==> src/hw/rtl/length_prefixed_packet_ring_core_defines.svh <==
// Assertion macros shared by the packet ring RTL.
// Each macro expects signals named clk and rst_n in the including module.
`ifndef LENGTH_PREFIXED_PACKET_RING_CORE_DEFINES_SVH
`define LENGTH_PREFIXED_PACKET_RING_CORE_DEFINES_SVH

// Check a consequence in the same cycle as its cause.
`define LPPR_ASSERT_NOW(label, ante, cons, msg) \
  label: assert property (@(posedge clk) disable iff (!rst_n) (ante) |-> (cons)) \
    else $error(msg);

// Check a consequence in the cycle after its cause.
`define LPPR_ASSERT_NEXT(label, ante, cons, msg) \
  label: assert property (@(posedge clk) disable iff (!rst_n) (ante) |=> (cons)) \
    else $error(msg);

`endif

==> src/hw/rtl/lppr_pkg.sv <==
// Types and codes for the length-prefixed packet ring.
// No dependencies; used by the channel interfaces and the core.
`default_nettype none

package lppr_pkg;

  localparam int PLEN_W = 6;
  localparam int BYTE_W = 8;
  localparam int FREE_W = 7;

  // Request opcodes
  localparam logic [1:0] OP_HDR  = 2'd0;
  localparam logic [1:0] OP_DATA = 2'd1;
  localparam logic [1:0] OP_POP  = 2'd2;

  // Result status codes
  localparam logic [2:0] ST_ACCEPT    = 3'd0;
  localparam logic [2:0] ST_REJECT    = 3'd1;
  localparam logic [2:0] ST_BYTE      = 3'd2;
  localparam logic [2:0] ST_NONE      = 3'd3;
  localparam logic [2:0] ST_EMPTY_PKT = 3'd4;

  typedef struct packed {
    logic [1:0]        op;
    logic [PLEN_W-1:0] packet_length;
    logic [BYTE_W-1:0] data_byte;
    logic              sink_busy;
  } in_item_t;

  typedef struct packed {
    logic [2:0]        status;
    logic [BYTE_W-1:0] out_byte;
    logic              last;
    logic [FREE_W-1:0] free_space;
  } out_item_t;

endpackage

`default_nettype wire

==> src/hw/rtl/lppr_if.sv <==
// Valid/ready channel interfaces for requests and results of the packet ring.
// Depends on lppr_pkg for the payload types.
`default_nettype none

interface lppr_in_if;
  logic              valid;
  logic              ready;
  lppr_pkg::in_item_t data;

  modport source (output valid, output data, input ready);
  modport sink   (input valid, input data, output ready);
endinterface

interface lppr_out_if;
  logic               valid;
  logic               ready;
  lppr_pkg::out_item_t data;

  modport source (output valid, output data, input ready);
  modport sink   (input valid, input data, output ready);
endinterface

`default_nettype wire

==> src/hw/rtl/lppr_ram.sv <==
// Generic single-write, single-read synchronous RAM with registered read data.
// Read data holds while the read enable is low. No dependencies.
`default_nettype none

module lppr_ram #(
  parameter int WIDTH = 8,
  parameter int DEPTH = 64
) (
  input  wire logic                     clk,
  input  wire logic                     we,
  input  wire logic [$clog2(DEPTH)-1:0] waddr,
  input  wire logic [WIDTH-1:0]         wdata,
  input  wire logic                     re,
  input  wire logic [$clog2(DEPTH)-1:0] raddr,
  output      logic [WIDTH-1:0]         rdata
);

  logic [WIDTH-1:0] mem [DEPTH];

  // Write port
  always_ff @(posedge clk) begin
    if (we) begin
      mem[waddr] <= wdata;
    end
  end

  // Registered read port, hold when not enabled
  always_ff @(posedge clk) begin
    if (re) begin
      rdata <= mem[raddr];
    end
  end

endmodule

`default_nettype wire

==> src/hw/rtl/length_prefixed_packet_ring_core.sv <==
// Push header/data: result next cycle; one request per cycle unless output stalls.
// Pop: the header is read and checked in S_HDR; a packet of n bytes then streams
//   one byte per cycle while output is free (ring RAM read port, one read per byte).
// Busy, empty or unknown requests answer from idle with status ST_NONE.
// Reset clears indices, bytes-to-store count and state; ring contents stay undefined.
`default_nettype none

`include "length_prefixed_packet_ring_core_defines.svh"

module length_prefixed_packet_ring_core #(
  parameter int RING_DEPTH = 64
) (
  input  wire logic  clk,
  input  wire logic  rst_n,
  lppr_in_if.sink    in_ch,
  lppr_out_if.source out_ch
);

  localparam int IW    = $clog2(RING_DEPTH);
  localparam int CMP_W = (IW + 1 > 8) ? IW + 1 : 8;
  localparam logic [CMP_W-1:0] DEPTH_C = CMP_W'(RING_DEPTH);

  localparam logic [1:0] S_IDLE  = 2'd0;
  localparam logic [1:0] S_HDR   = 2'd1;
  localparam logic [1:0] S_BYTES = 2'd2;

  logic [1:0]                      state_r, state_nxt;
  logic [IW-1:0]                   wr_idx_r, wr_idx_nxt;
  logic [IW-1:0]                   rd_idx_r, rd_idx_nxt;
  logic [IW-1:0]                   ptr_r, ptr_nxt;
  logic [lppr_pkg::PLEN_W-1:0]     bts_r, bts_nxt;
  logic [lppr_pkg::PLEN_W-1:0]     cnt_r, cnt_nxt;
  logic                            pkt_acc_r, pkt_acc_nxt;
  logic [CMP_W-1:0]                free_r, free_nxt;
  logic                            out_valid_r, out_valid_nxt;
  lppr_pkg::out_item_t             out_r, out_nxt;

  logic [IW-1:0]                   used;
  logic [CMP_W-1:0]                free_now;
  logic                            in_fire;
  logic                            out_free;
  logic                            load;
  lppr_pkg::out_item_t             res;
  lppr_pkg::in_item_t              req;

  logic                            ram_we;
  logic [IW-1:0]                   ram_waddr;
  logic [lppr_pkg::BYTE_W-1:0]     ram_wdata;
  logic                            ram_re;
  logic [IW-1:0]                   ram_raddr;
  logic [lppr_pkg::BYTE_W-1:0]     ram_rdata;

  lppr_ram #(
    .WIDTH (lppr_pkg::BYTE_W),
    .DEPTH (RING_DEPTH)
  ) u_ring (
    .clk   (clk),
    .we    (ram_we),
    .waddr (ram_waddr),
    .wdata (ram_wdata),
    .re    (ram_re),
    .raddr (ram_raddr),
    .rdata (ram_rdata)
  );

  // Occupancy and handshake
  assign used         = wr_idx_r - rd_idx_r;
  assign free_now     = DEPTH_C - CMP_W'(used);
  assign req          = in_ch.data;
  assign out_free     = !out_valid_r || out_ch.ready;
  assign in_ch.ready  = (state_r == S_IDLE) && out_free;
  assign in_fire      = in_ch.valid && in_ch.ready;
  assign out_ch.valid = out_valid_r;
  assign out_ch.data  = out_r;

  // Request decode, ring access and result build
  always_comb begin
    state_nxt   = state_r;
    wr_idx_nxt  = wr_idx_r;
    rd_idx_nxt  = rd_idx_r;
    ptr_nxt     = ptr_r;
    bts_nxt     = bts_r;
    cnt_nxt     = cnt_r;
    pkt_acc_nxt = pkt_acc_r;
    free_nxt    = free_r;
    ram_we      = 1'b0;
    ram_waddr   = wr_idx_r;
    ram_wdata   = req.data_byte;
    ram_re      = 1'b0;
    ram_raddr   = rd_idx_r;
    load        = 1'b0;
    res         = '0;
    res.last    = 1'b1;

    unique case (state_r)
      S_IDLE: begin
        if (in_fire) begin
          load            = 1'b1;
          res.status      = lppr_pkg::ST_NONE;
          res.free_space  = lppr_pkg::FREE_W'(free_now);
          unique case (req.op)
            lppr_pkg::OP_HDR: begin
              res.status = lppr_pkg::ST_REJECT;
              if (pkt_acc_r && bts_r != '0) begin
                // hold: an accepted packet is still filling
              end else if (CMP_W'(req.packet_length) + CMP_W'(1) < free_now) begin
                ram_we         = 1'b1;
                ram_wdata      = lppr_pkg::BYTE_W'(req.packet_length) + 8'd1;
                wr_idx_nxt     = wr_idx_r + IW'(1);
                bts_nxt        = req.packet_length;
                pkt_acc_nxt    = 1'b1;
                res.status     = lppr_pkg::ST_ACCEPT;
                res.free_space = lppr_pkg::FREE_W'(free_now - CMP_W'(1));
              end else begin
                bts_nxt     = req.packet_length;
                pkt_acc_nxt = 1'b0;
              end
            end
            lppr_pkg::OP_DATA: begin
              res.status = lppr_pkg::ST_REJECT;
              if (bts_r != '0) begin
                bts_nxt = bts_r - 6'd1;
                if (pkt_acc_r) begin
                  ram_we         = 1'b1;
                  wr_idx_nxt     = wr_idx_r + IW'(1);
                  res.status     = lppr_pkg::ST_ACCEPT;
                  res.free_space = lppr_pkg::FREE_W'(free_now - CMP_W'(1));
                end
              end
            end
            lppr_pkg::OP_POP: begin
              if (!req.sink_busy && used != '0) begin
                // fetch the header; the answer is decided in S_HDR
                load      = 1'b0;
                ram_re    = 1'b1;
                ram_raddr = rd_idx_r;
                state_nxt = S_HDR;
              end
            end
            default: begin
            end
          endcase
        end
      end

      S_HDR: begin
        load      = 1'b1;
        state_nxt = S_IDLE;
        if (CMP_W'(used) < CMP_W'(ram_rdata)) begin
          // packet not complete yet
          res.status     = lppr_pkg::ST_NONE;
          res.free_space = lppr_pkg::FREE_W'(free_now);
        end else if (ram_rdata <= 8'd1) begin
          rd_idx_nxt     = rd_idx_r + IW'(1);
          res.status     = lppr_pkg::ST_EMPTY_PKT;
          res.free_space = lppr_pkg::FREE_W'(free_now + CMP_W'(1));
        end else begin
          // start streaming the packet body
          load      = 1'b0;
          free_nxt  = free_now + CMP_W'(ram_rdata);
          ptr_nxt   = rd_idx_r + IW'(1);
          cnt_nxt   = lppr_pkg::PLEN_W'(ram_rdata - 8'd1);
          ram_re    = 1'b1;
          ram_raddr = rd_idx_r + IW'(1);
          state_nxt = S_BYTES;
        end
      end

      S_BYTES: begin
        if (out_free) begin
          load           = 1'b1;
          res.status     = lppr_pkg::ST_BYTE;
          res.out_byte   = ram_rdata;
          res.last       = (cnt_r == 6'd1);
          res.free_space = lppr_pkg::FREE_W'(free_r);
          if (cnt_r == 6'd1) begin
            rd_idx_nxt = ptr_r + IW'(1);
            state_nxt  = S_IDLE;
          end else begin
            ptr_nxt   = ptr_r + IW'(1);
            cnt_nxt   = cnt_r - 6'd1;
            ram_re    = 1'b1;
            ram_raddr = ptr_r + IW'(1);
          end
        end
      end

      default: begin
        state_nxt = S_IDLE;
      end
    endcase
  end

  // Output register
  always_comb begin
    out_valid_nxt = out_valid_r && !out_ch.ready;
    out_nxt       = out_r;
    if (load) begin
      out_valid_nxt = 1'b1;
      out_nxt       = res;
    end
  end

  // Control state
  always_ff @(posedge clk) begin
    if (!rst_n) begin
      state_r     <= S_IDLE;
      wr_idx_r    <= '0;
      rd_idx_r    <= '0;
      bts_r       <= '0;
      pkt_acc_r   <= 1'b0;
      out_valid_r <= 1'b0;
    end else begin
      state_r     <= state_nxt;
      wr_idx_r    <= wr_idx_nxt;
      rd_idx_r    <= rd_idx_nxt;
      bts_r       <= bts_nxt;
      pkt_acc_r   <= pkt_acc_nxt;
      out_valid_r <= out_valid_nxt;
    end
  end

  // Payload and pop bookkeeping
  always_ff @(posedge clk) begin
    ptr_r  <= ptr_nxt;
    cnt_r  <= cnt_nxt;
    free_r <= free_nxt;
    out_r  <= out_nxt;
  end

  // Checks
  `LPPR_ASSERT_NOW(a_write_idle, ram_we, state_r == S_IDLE, "ring written outside idle")
  `LPPR_ASSERT_NOW(a_cnt_live, state_r == S_BYTES, cnt_r != '0, "byte stream with zero count")
  `LPPR_ASSERT_NEXT(a_stream_end, (state_r == S_BYTES) && out_free && (cnt_r == 6'd1),
                    state_r == S_IDLE, "pop did not finish after last byte")
  `LPPR_ASSERT_NOW(a_reserved, pkt_acc_r && (bts_r != '0),
                   (CMP_W'(used) + CMP_W'(bts_r)) < DEPTH_C, "open packet overruns ring")

endmodule

`default_nettype wire
==> src/flat_wrapper.sv <==
// flat-port wrapper written by rule: the top's interface ports become plain ports
module length_prefixed_packet_ring_core_flat 
#(
  parameter int RING_DEPTH = 64
)
  (clk, rst_n, in_ch_valid, in_ch_data, in_ch_ready, out_ch_valid, out_ch_data, out_ch_ready);
  lppr_in_if in_ch_i ();
  lppr_out_if out_ch_i ();
  input  wire logic clk;
  input  wire logic rst_n;
  input wire logic [$bits(in_ch_i.valid)-1:0] in_ch_valid;
  input wire logic [$bits(in_ch_i.data)-1:0] in_ch_data;
  output wire logic [$bits(in_ch_i.ready)-1:0] in_ch_ready;
  output wire logic [$bits(out_ch_i.valid)-1:0] out_ch_valid;
  output wire logic [$bits(out_ch_i.data)-1:0] out_ch_data;
  input wire logic [$bits(out_ch_i.ready)-1:0] out_ch_ready;
  assign in_ch_i.valid = in_ch_valid;
  assign in_ch_i.data = in_ch_data;
  assign in_ch_ready = in_ch_i.ready;
  assign out_ch_valid = out_ch_i.valid;
  assign out_ch_data = out_ch_i.data;
  assign out_ch_i.ready = out_ch_ready;
  length_prefixed_packet_ring_core #(.RING_DEPTH(RING_DEPTH)) u_core (.clk(clk), .rst_n(rst_n), .in_ch(in_ch_i), .out_ch(out_ch_i));
endmodule
==> config.mk <==
export PLATFORM = sky130hd
export DESIGN_NAME = length_prefixed_packet_ring_core_flat
export DESIGN_NICKNAME = d
export VERILOG_FILES = /design/src/hw/rtl/lppr_pkg.sv /design/src/hw/rtl/lppr_if.sv /design/src/hw/rtl/lppr_ram.sv /design/src/hw/rtl/length_prefixed_packet_ring_core.sv /design/src/flat_wrapper.sv
export VERILOG_INCLUDE_DIRS = /design/src /design/src/hw/rtl
export SDC_FILE = /design/constraint.sdc
export NUM_CORES = 1
export LEC_CHECK = 0
export ABC_AREA = 1
export BUFFER_PORTS_ARGS = -buffer_cell sky130_fd_sc_hd__clkbuf_2
export CORE_MARGIN = 5
export CORE_UTILIZATION = 55
export CTS_CLUSTER_SIZE = 10
export DETAILED_ROUTE_END_ITERATION = 16
export PLACE_DENSITY = 0.72
export SYNTH_ARGS = -nofsm -noshare
export SYNTH_HDL_FRONTEND = slang
export SYNTH_HIERARCHICAL = 1
export SYNTH_SLANG_ARGS = --single-unit
==> constraint.sdc <==
create_clock -name clk -period 6.1 [get_ports clk]
set_input_delay 1.22 -clock clk [delete_from_list [all_inputs] [get_ports clk]]
set_output_delay 1.22 -clock clk [all_outputs]
set_load 0.02 [all_outputs]
==> results of run 1 <==
==> cell usage in the layout, fill, tap and decap left out, types with 16 or more instances in the layout <==
master,n
dfxtp_1,22
xor2_1,25
ha_1,37
clkbuf_16,71
nand2_1,784
buf_4,26
nand3_1,466
a21oi_1,58
nor2_1,112
clkbuf_2,41
o21ai_0,49
nor3_1,16
inv_1,110
edfxtp_1,558
==> power groups by stage <==
stage	sequential, W	combinational (W)	clock, W
final	0.00521	0.00832	0.00355
after global routing	0.00523	0.00911	0.00378
after CTS	0.00521	0.00820	0.00361
after detailed placement	0.00529	0.00815	0
after global placement	0.00528	0.00800	0
after floorplan	0.00531	0.00580	0
==> kinds of logic after synthesis <==
logic type	count (synthesis)	share of synthesized area, %
AO/OA/AOI/OAI	148	3.106
XOR/XNOR	30	1.005
adder cells (fa/ha/maj)	39	1.924
buffers and inverters	246	4.756
flip-flops	580	65.77
multiplexers	1	0.03828
AND/OR/NAND/NOR	1419	23.40
==> sequential cells by signal, summed over array words and instances, names as in the netlist <==
name	cells
u_core/pkt_acc_r	1
u_core/u_ring/rdata	8
u_core/bts_r	6
u_core/rd_idx_r	6
u_core/out_ch.valid	1
u_core/state_r	2
u_core/ram_waddr	6
u_core/out_ch.data	19
u_core/ptr_r	6
u_core/cnt_r	6
u_core/u_ring/mem	512
u_core/free_r	7
==> worst paths after layout <==
kind / end / slack [ns] / start / cells past startpoint
setup reg to reg: u_core/u_ring/rdata[2]$_DFFE_PP_ / 0.73 / u_core/ram_waddr[0]$_SDFFE_PN0P_ / 27
hold / removal: u_core/pkt_acc_r$_SDFFE_PN0P_ / 0.49 / u_core/pkt_acc_r$_SDFFE_PN0P_ / 2
setup / recovery: u_core/u_ring/rdata[2]$_DFFE_PP_ / 0.73 / u_core/ram_waddr[0]$_SDFFE_PN0P_ / 27
hold reg to reg: u_core/pkt_acc_r$_SDFFE_PN0P_ / 0.49 / u_core/pkt_acc_r$_SDFFE_PN0P_ / 2
==> layout make-up <==
| cell class | instances | area [um^2] | area share, % |
|---|---|---|---|
| flip-flops and latches | 580 | 17200 | 60.04 |
| multi-input cells | 1637 | 7797 | 27.23 |
| clock buffers | 86 | 1843 | 6.435 |
| well taps | 615 | 769.5 | 2.687 |
| repair buffers | 72 | 500.5 | 1.747 |
| inverters | 124 | 476.7 | 1.664 |
| clock inverters | 5 | 53.80 | 0.1879 |
| diodes | 1 | 2.502 | 0.008737 |
==> worst min-delay path: cells and delay by family, from the launching register on <==
family,cells,cell delay [ns]
AOI/OAI and AO/OA,1,0.05
DFF,1,0.32
and+or+nand+nor,1,0.06
==> per-stage QoR <==
step,util [%],total power (W)
2_1_floorplan,-,0.01111
3_3_place_gp,56.48,0.01327
3_5_place_dp,56.48,0.01344
4_1_cts,60.49,0.01702
5_1_grt,60.49,0.01812
6_report,60.49,0.01708
==> per-layer routing <==
layer / up-vias / GRT usage [%] / part of all wire, %
li1: 8547 / - / -
met1: 8929 / 32.64 / 39
met2: 930 / 41.11 / 49
met3: 154 / 4.041 / 8.5
met4: 0 / 9.870 / 3.3
met5: - / 0 / 0
==> flow_summary.toml, run 1 <==
[outcome]
status = "complete, no violations"

[route]
firstDrtPassIters = 7
wl_per_cell_um = 21.13
drt_iter0_drc = 1900
vias_per_cell = 5.949
remaining_drc_errors = 0
ant_nets = 0
via_count = 18560
wirelength_um = 65910

[power]
swShare_pct = 44.35
switching_power_w = 0.007575
p_comb_share_pct = 48.7
vdd_drop_max_mv = 0.6941
p_leak_nw = 10.62
p_per_area_nw_per_um2 = 596.3
pwr-share-seq_pct = 30.5
pwr-share-clk_pct = 20.8
p_int_w = 0.009504

[placement]
place_ws_ns = 0.7778
dpl_cell_area_um2 = 26740
dpl.cell_count = 3028
post-dp-hpwl_um = 40330
portBuffers = 41
place.gp.congestion = 0.9411

[clock_tree]
numCtsBuffers = 68
worstSkewPairLatency_ns = 0.60
root_buffer = "clkbuf_16"
ctsHoldBuffers = 0
cts_buffer_depth = 3
tritoncts = "done"
clk_pin_slew_ns = 0.06
post_cts_resized = 0
htreeDepth = 3
numClockSinks = 580
post_cts_buffers = 0

[timing]
finalCritPeriodShare_pct = 88.04
finalClockSkew_ns = 0.02049
max_slew_margin_pct = 9.462
fin_ws_ns = 0.7298
worst_pin_slew_ns = 1.348
worst_hold_slack_ns = 0.4858
rsz0062_at_grt = "false"
fmax_ghz = 0.1862
setup_violations = 0
final-hold-violation-count = 0
drv_slew = 0
period_needed_ns = 5.370
setup_tns_ns = 0

[critical_path]
crit_family = "simple AND/OR/NAND/NOR gates"
start_kind = "flip-flop"
slowest_delay_ns = 0.51
critical_path.max_fanout = 85
cpMostUsedCell = "nand2_1"
crit_path_end_kind = "flip-flop"
crit_type = "flip-flop to flip-flop"
critPathBufInv = 6
crit_arrival_ns = 5.85
crit_path_top_delay_cell = "inv_6"
cp.required_ns = 6.58

[floorplan]
die-height_um = 228.0
start_util_pct = 55.23
die_area_um2 = 52000
core_region_area_um2 = 47350
io-pin-count = 42
die_w_um = 228.0
row_count = 80

[synthesis]
avgSynthCellArea_um2 = 10.62
netlist-cell-type-count = 53
synth.area.top_cells = "edfxtp_1 (64%), nand2_1 (11%), nand3_1 (8.9%)"
synth_area_um2 = 26150
ys_async_sr_fraction_pct = 0
synthFlopType = "edfxtp_1"
seq_area_frac_synth_pct = 65.77
synth_nets = 2523
yosysTopAreaCell = "edfxtp_1"
synth_seq_cells = 580
synth_most_common_cell = "nand2_1"
ys_warn_count = 6
synth_top_area_share_pct = 64.08
synth_edf_count = 558
yosys-top-cells-count = "nand2_1 (788), edfxtp_1 (558), nand3_1 (466)"
syn-instance-count = 2463

[final_layout]
layout-drive-gt1-share_pct = 7.748
nFillCells = 3709
finalNonFillerCells = 3120
fin_nets = 2543
syn_to_final_growth_pct = 9.532
final_area_um2 = 28640

[grt]
grt_pass1_wl_um = 101900
grt_pass1_vias = 18011
antenna_found_initial = 0
track_usage_pct = 24.64
globalRouteOverflowTotal = 0
grt_max_degree = 129

[flow_run]
drv_cap = 0

[min_path]
hold_class = "flip-flop to flip-flop"
(Power assumes the default switching activity.)
==> inputs of run 2 (changes only) <==
CORE_ASPECT_RATIO = 1.75   (was not set)
CORE_UTILIZATION = 35   (was 55)
MAX_ROUTING_LAYER = met4   (was not set)
PLACE_DENSITY = 0.5   (was 0.72)
==> flow_summary.toml, run 2 (synthesis results as in run 1) <==
[final_layout]
largest_reg_flops = 512
multi_input_area_um2 = 7797
nFillCells = 7176
syn_to_final_growth_pct = 11.75
final_area_um2 = 29220
ff_latch_area_um2 = 17200
post-route-util_pct = 39.40
regMostFlops = "u_core/u_ring/mem"
fin_nets = 2563
layout-drive-gt1-share_pct = 8.455
layout_commonest_cell = "nand2_1"
finalNonFillerCells = 3470
final_cell_mix = "nand2_1 (784), edfxtp_1 (558), nand3_1 (466), nor2_1 (112), inv_1 (110)"

[floorplan]
io-pin-count = 42
die-height_um = 371.6
die_w_um = 216.6
die_area_um2 = 80490
core_region_area_um2 = 74160
start_util_pct = 35.26
row_count = 132

[route]
vias_per_cell = 5.315
wirelength_um = 80230
via_count = 18444
firstDrtPassIters = 5
remaining_drc_errors = 0
wl_per_cell_um = 23.12
drt_iter0_drc = 1491
ant_nets = 0

[clock_tree]
tritoncts = "done"
post_cts_buffers = 0
post_cts_resized = 0
htreeDepth = 3
ctsHoldBuffers = 0
numClockSinks = 580
clk_pin_slew_ns = 0.06
worstSkewPairLatency_ns = 0.60
cts_buffer_depth = 3
root_buffer = "clkbuf_16"
numCtsBuffers = 68

[power]
switching_power_w = 0.008293
p_comb_share_pct = 50.5
vdd_drop_max_mv = 0.4304
p_leak_nw = 10.73
p_per_area_nw_per_um2 = 611.1
p_int_w = 0.009563
pwr-share-seq_pct = 29.2
pwr-share-clk_pct = 20.3
swShare_pct = 46.45

[critical_path]
crit_path_top_delay_cell = "dfxtp_1"
cp.required_ns = 6.56
start_kind = "flip-flop"
cpMostUsedCell = "nand2_1"
critPathBufInv = 4
slowest_delay_ns = 0.57
ff2ff_setup_slack_ns = 0.73
crit_family = "simple AND/OR/NAND/NOR gates"
crit_type = "flip-flop to flip-flop"
critical_path.max_fanout = 76
crit_path_end_kind = "flip-flop"
crit_arrival_ns = 5.83

[placement]
post-dp-hpwl_um = 52710
place.gp.congestion = 0.9170
dpl.cell_count = 3371
place_ws_ns = 0.8022
portBuffers = 41
dpl_cell_area_um2 = 27310

[min_path]
hold_class = "flip-flop to flip-flop"

[timing]
worst_pin_slew_ns = 1.260
setup_tns_ns = 0
finalClockSkew_ns = 0.02671
max_slew_margin_pct = 15.68
fin_ws_ns = 0.7333
period_needed_ns = 5.367
final-hold-violation-count = 0
finalCritPeriodShare_pct = 87.98
setup_violations = 0
fmax_ghz = 0.1863
drv_slew = 0
rsz0062_at_grt = "false"

[flow_run]
drv_cap = 0

[grt]
grt_pass1_wl_um = 118300
grt_max_degree = 129
globalRouteOverflowTotal = 0
antenna_found_initial = 0
track_usage_pct = 20.15
grt_pass1_vias = 18314

[outcome]
status = "complete, no violations"
## run 2: cell types whose count changed in the layout (fill, tap and decap cells not counted), sizes merged
cell    delta
clkbuf     +6
clkinv     +1
buf       +20
## run 2: final cells by class
cell class | count | share of cell area (%)
clock buffer | 92 | 6.278
multi-input combinational | 1637 | 26.69
clock inverter | 6 | 0.2441
timing repair buffer | 92 | 2.270
antenna | 1 | 0.008564
inverter | 124 | 1.644
tap | 938 | 4.017
sequential | 580 | 58.85
## run 2: worst paths after layout
check	start	end	depth (start not counted)
worst max-delay path	u_core/ram_waddr[4]$_SDFFE_PN0P_	u_core/u_ring/rdata[0]$_DFFE_PP_	25
worst min-delay path	u_core/pkt_acc_r$_SDFFE_PN0P_	u_core/pkt_acc_r$_SDFFE_PN0P_	2
worst max register to register	u_core/ram_waddr[4]$_SDFFE_PN0P_	u_core/u_ring/rdata[0]$_DFFE_PP_	25
worst min register to register	u_core/pkt_acc_r$_SDFFE_PN0P_	u_core/pkt_acc_r$_SDFFE_PN0P_	2
## run 2: worst min-delay path, delay by kind of cell (launching register included)
family / cells / cell delay [ns]
DFF: 1 / 0.32
and+or+nand+nor: 1 / 0.06
AOI/OAI and AO/OA: 1 / 0.06
## run 2: power by group through the flow
stage | Sequential, W | Combinational [W] | Clock [W]
after CTS | 0.00521 | 0.00904 | 0.00372
after floorplan | 0.00531 | 0.00580 | 0
after global placement | 0.00529 | 0.00899 | 0
final | 0.00521 | 0.00902 | 0.00362
after detailed placement | 0.00529 | 0.00902 | 0
after global routing | 0.00522 | 0.00978 | 0.00387
## run 2: layer usage
layer / up-vias / GRT usage [%] / wire, um
li1: 8589 / - / -
met1: 9126 / 20.44 / 28460
met2: 525 / 38.16 / 44270
met3: 204 / 2.110 / 3061
met4: 0 / 10.17 / 4445
met5: - / - / 0
## run 2: through the flow
step | power (W) | hold slack, ns
global route | 0.01887 | 0.5153
global placement | 0.01428 | 0.4681
floorplan | 0.01111 | 0.4585
finish | 0.01786 | 0.4878
CTS | 0.01797 | 0.4921
detailed placement | 0.01431 | 0.4826
==> inputs of run 3 (changes only) <==
PLACE_DENSITY = 0.49   (was 0.5)
==> flow_summary.toml, run 3 (synthesis results as in run 1) <==
[clock_tree]
numClockSinks = 580
post_cts_buffers = 0
tritoncts = "done"
post_cts_resized = 0
ctsHoldBuffers = 0
worstSkewPairLatency_ns = 0.60
cts_buffer_depth = 3
clk_pin_slew_ns = 0.06
numCtsBuffers = 68
htreeDepth = 3
root_buffer = "clkbuf_16"

[timing]
setup_tns_ns = 0
max_slew_margin_pct = 11.63
fmax_ghz = 0.1897
final-hold-violation-count = 0
finalCritPeriodShare_pct = 86.40
finalClockSkew_ns = 0.02331
period_needed_ns = 5.270
rsz0062_at_grt = "false"
setup_violations = 0
drv_slew = 0
worst_pin_slew_ns = 1.326

[critical_path]
crit_path_end_kind = "flip-flop"
cpMostUsedCell = "nand2_1"
crit_arrival_ns = 5.73
cp.required_ns = 6.56
start_kind = "flip-flop"
crit_path_top_delay_cell = "dfxtp_1"
crit_type = "flip-flop to flip-flop"
r2r-start = "u_core/ram_waddr[0]$_SDFFE_PN0P_"
startpoint = "u_core/ram_waddr[0]$_SDFFE_PN0P_"
critical_path.max_fanout = 33
slowest_delay_ns = 0.51

[placement]
post-dp-hpwl_um = 52380
portBuffers = 41
place.gp.congestion = 0.9044

[floorplan]
die-height_um = 371.6
die_w_um = 216.6
io-pin-count = 42
die_area_um2 = 80490
row_count = 132
start_util_pct = 35.26
core_region_area_um2 = 74160

[route]
via_count = 18323
wirelength_um = 78590
remaining_drc_errors = 0
firstDrtPassIters = 6
vias_per_cell = 5.288
drt_iter0_drc = 1472
wl_per_cell_um = 22.68
ant_nets = 0

[final_layout]
layout_commonest_cell = "nand2_1"
regMostFlops = "u_core/u_ring/mem"
layout-drive-gt1-share_pct = 8.310
syn_to_final_growth_pct = 11.74
antenna_cells = 0
post-route-util_pct = 39.40
fin_nets = 2559
final_cell_mix = "nand2_1 (784), edfxtp_1 (558), nand3_1 (466), nor2_1 (112), inv_1 (110)"
largest_reg_flops = 512

[power]
vdd_drop_max_mv = 0.2701
p_leak_nw = 10.72
p_per_area_nw_per_um2 = 616.1

[min_path]
hold_class = "flip-flop to flip-flop"
hp-start = "u_core/bts_r[4]$_SDFFE_PN0P_"

[grt]
globalRouteOverflowTotal = 0
grt_pass1_wl_um = 116500
grt_max_degree = 153
track_usage_pct = 19.72
grt_pass1_vias = 18718
antenna_found_initial = 0

[outcome]
status = "complete, no violations"

[flow_run]
drv_cap = 0
-- run 3: cell types whose count changed in the layout (fill, tap and decap cells not counted) --
| cell | delta |
|---|---|
| clkinv_4 | -1 |
| inv_4 | +1 |
| diode_2 | -1 |
| buf_4 | -7 |
| clkinv_2 | -1 |
| clkinv_8 | -1 |
| clkbuf_16 | -2 |
| inv_6 | +2 |
| buf_12 | +3 |
| inv_16 | +1 |
| clkinv_16 | +1 |
-- run 3: path summary, 6_finish.rpt --
check                           slack [ns]  cells after the start                                to
worst min register to register        0.48                      2      u_core/bts_r[4]$_SDFFE_PN0P_
worst min-delay path                  0.48                      2      u_core/bts_r[4]$_SDFFE_PN0P_
worst max register to register        0.83                     25  u_core/u_ring/rdata[6]$_DFFE_PP_
worst max-delay path                  0.83                     25  u_core/u_ring/rdata[6]$_DFFE_PP_
-- run 3: metrics by stage --
step	power (W)	area [um^2]	setup WS (ns)	hold WS [ns]	instances
floorplan	0.01111	26150	1.036	0.4585	2463
global placement	0.01437	27320	0.9788	0.4665	3367
detailed placement	0.01444	27320	0.8924	0.4702	3367
CTS	0.01811	29220	0.8631	0.4810	3465
global route	0.01906	29220	0.4958	0.4938	3465
finish	0.01800	29220	0.8296	0.4766	3465
-- run 3: layer usage --
layer / vias to the layer above / GRT usage (%) / share of wire (%)
li1: 8568 / - / -
met1: 9010 / 18.77 / 34
met2: 520 / 37.58 / 56
met3: 225 / 2.541 / 3.5
met4: 0 / 11.66 / 6.7
met5: - / - / 0
-- run 3: final cells by class --
class	instances	area [um^2]
fill	7112	44940
inverter	124	478.0
timing repair buffer	88	670.6
clock buffer	90	1784
multi-input combinational	1637	7797
sequential	580	17200
tap	938	1174
clock inverter	8	117.6
-- run 3: critical path: cells and delay by family, from the launching register on --
kind            cells  cell delay, ns
simple gates       16            2.09
buf+inv             4            1.04
flops               1            0.51
compound gates      2            0.52
fa+ha+maj           3            0.92
-- run 3: power breakdown --
| part | switching, W | leakage (nW) | internal (W) |
|---|---|---|---|
| combinational | 0.00667 | 4.58 | 0.00252 |
| sequential | 0.000155 | 5.22 | 0.00504 |
| clock | 0.00157 | 0.917 | 0.00205 |
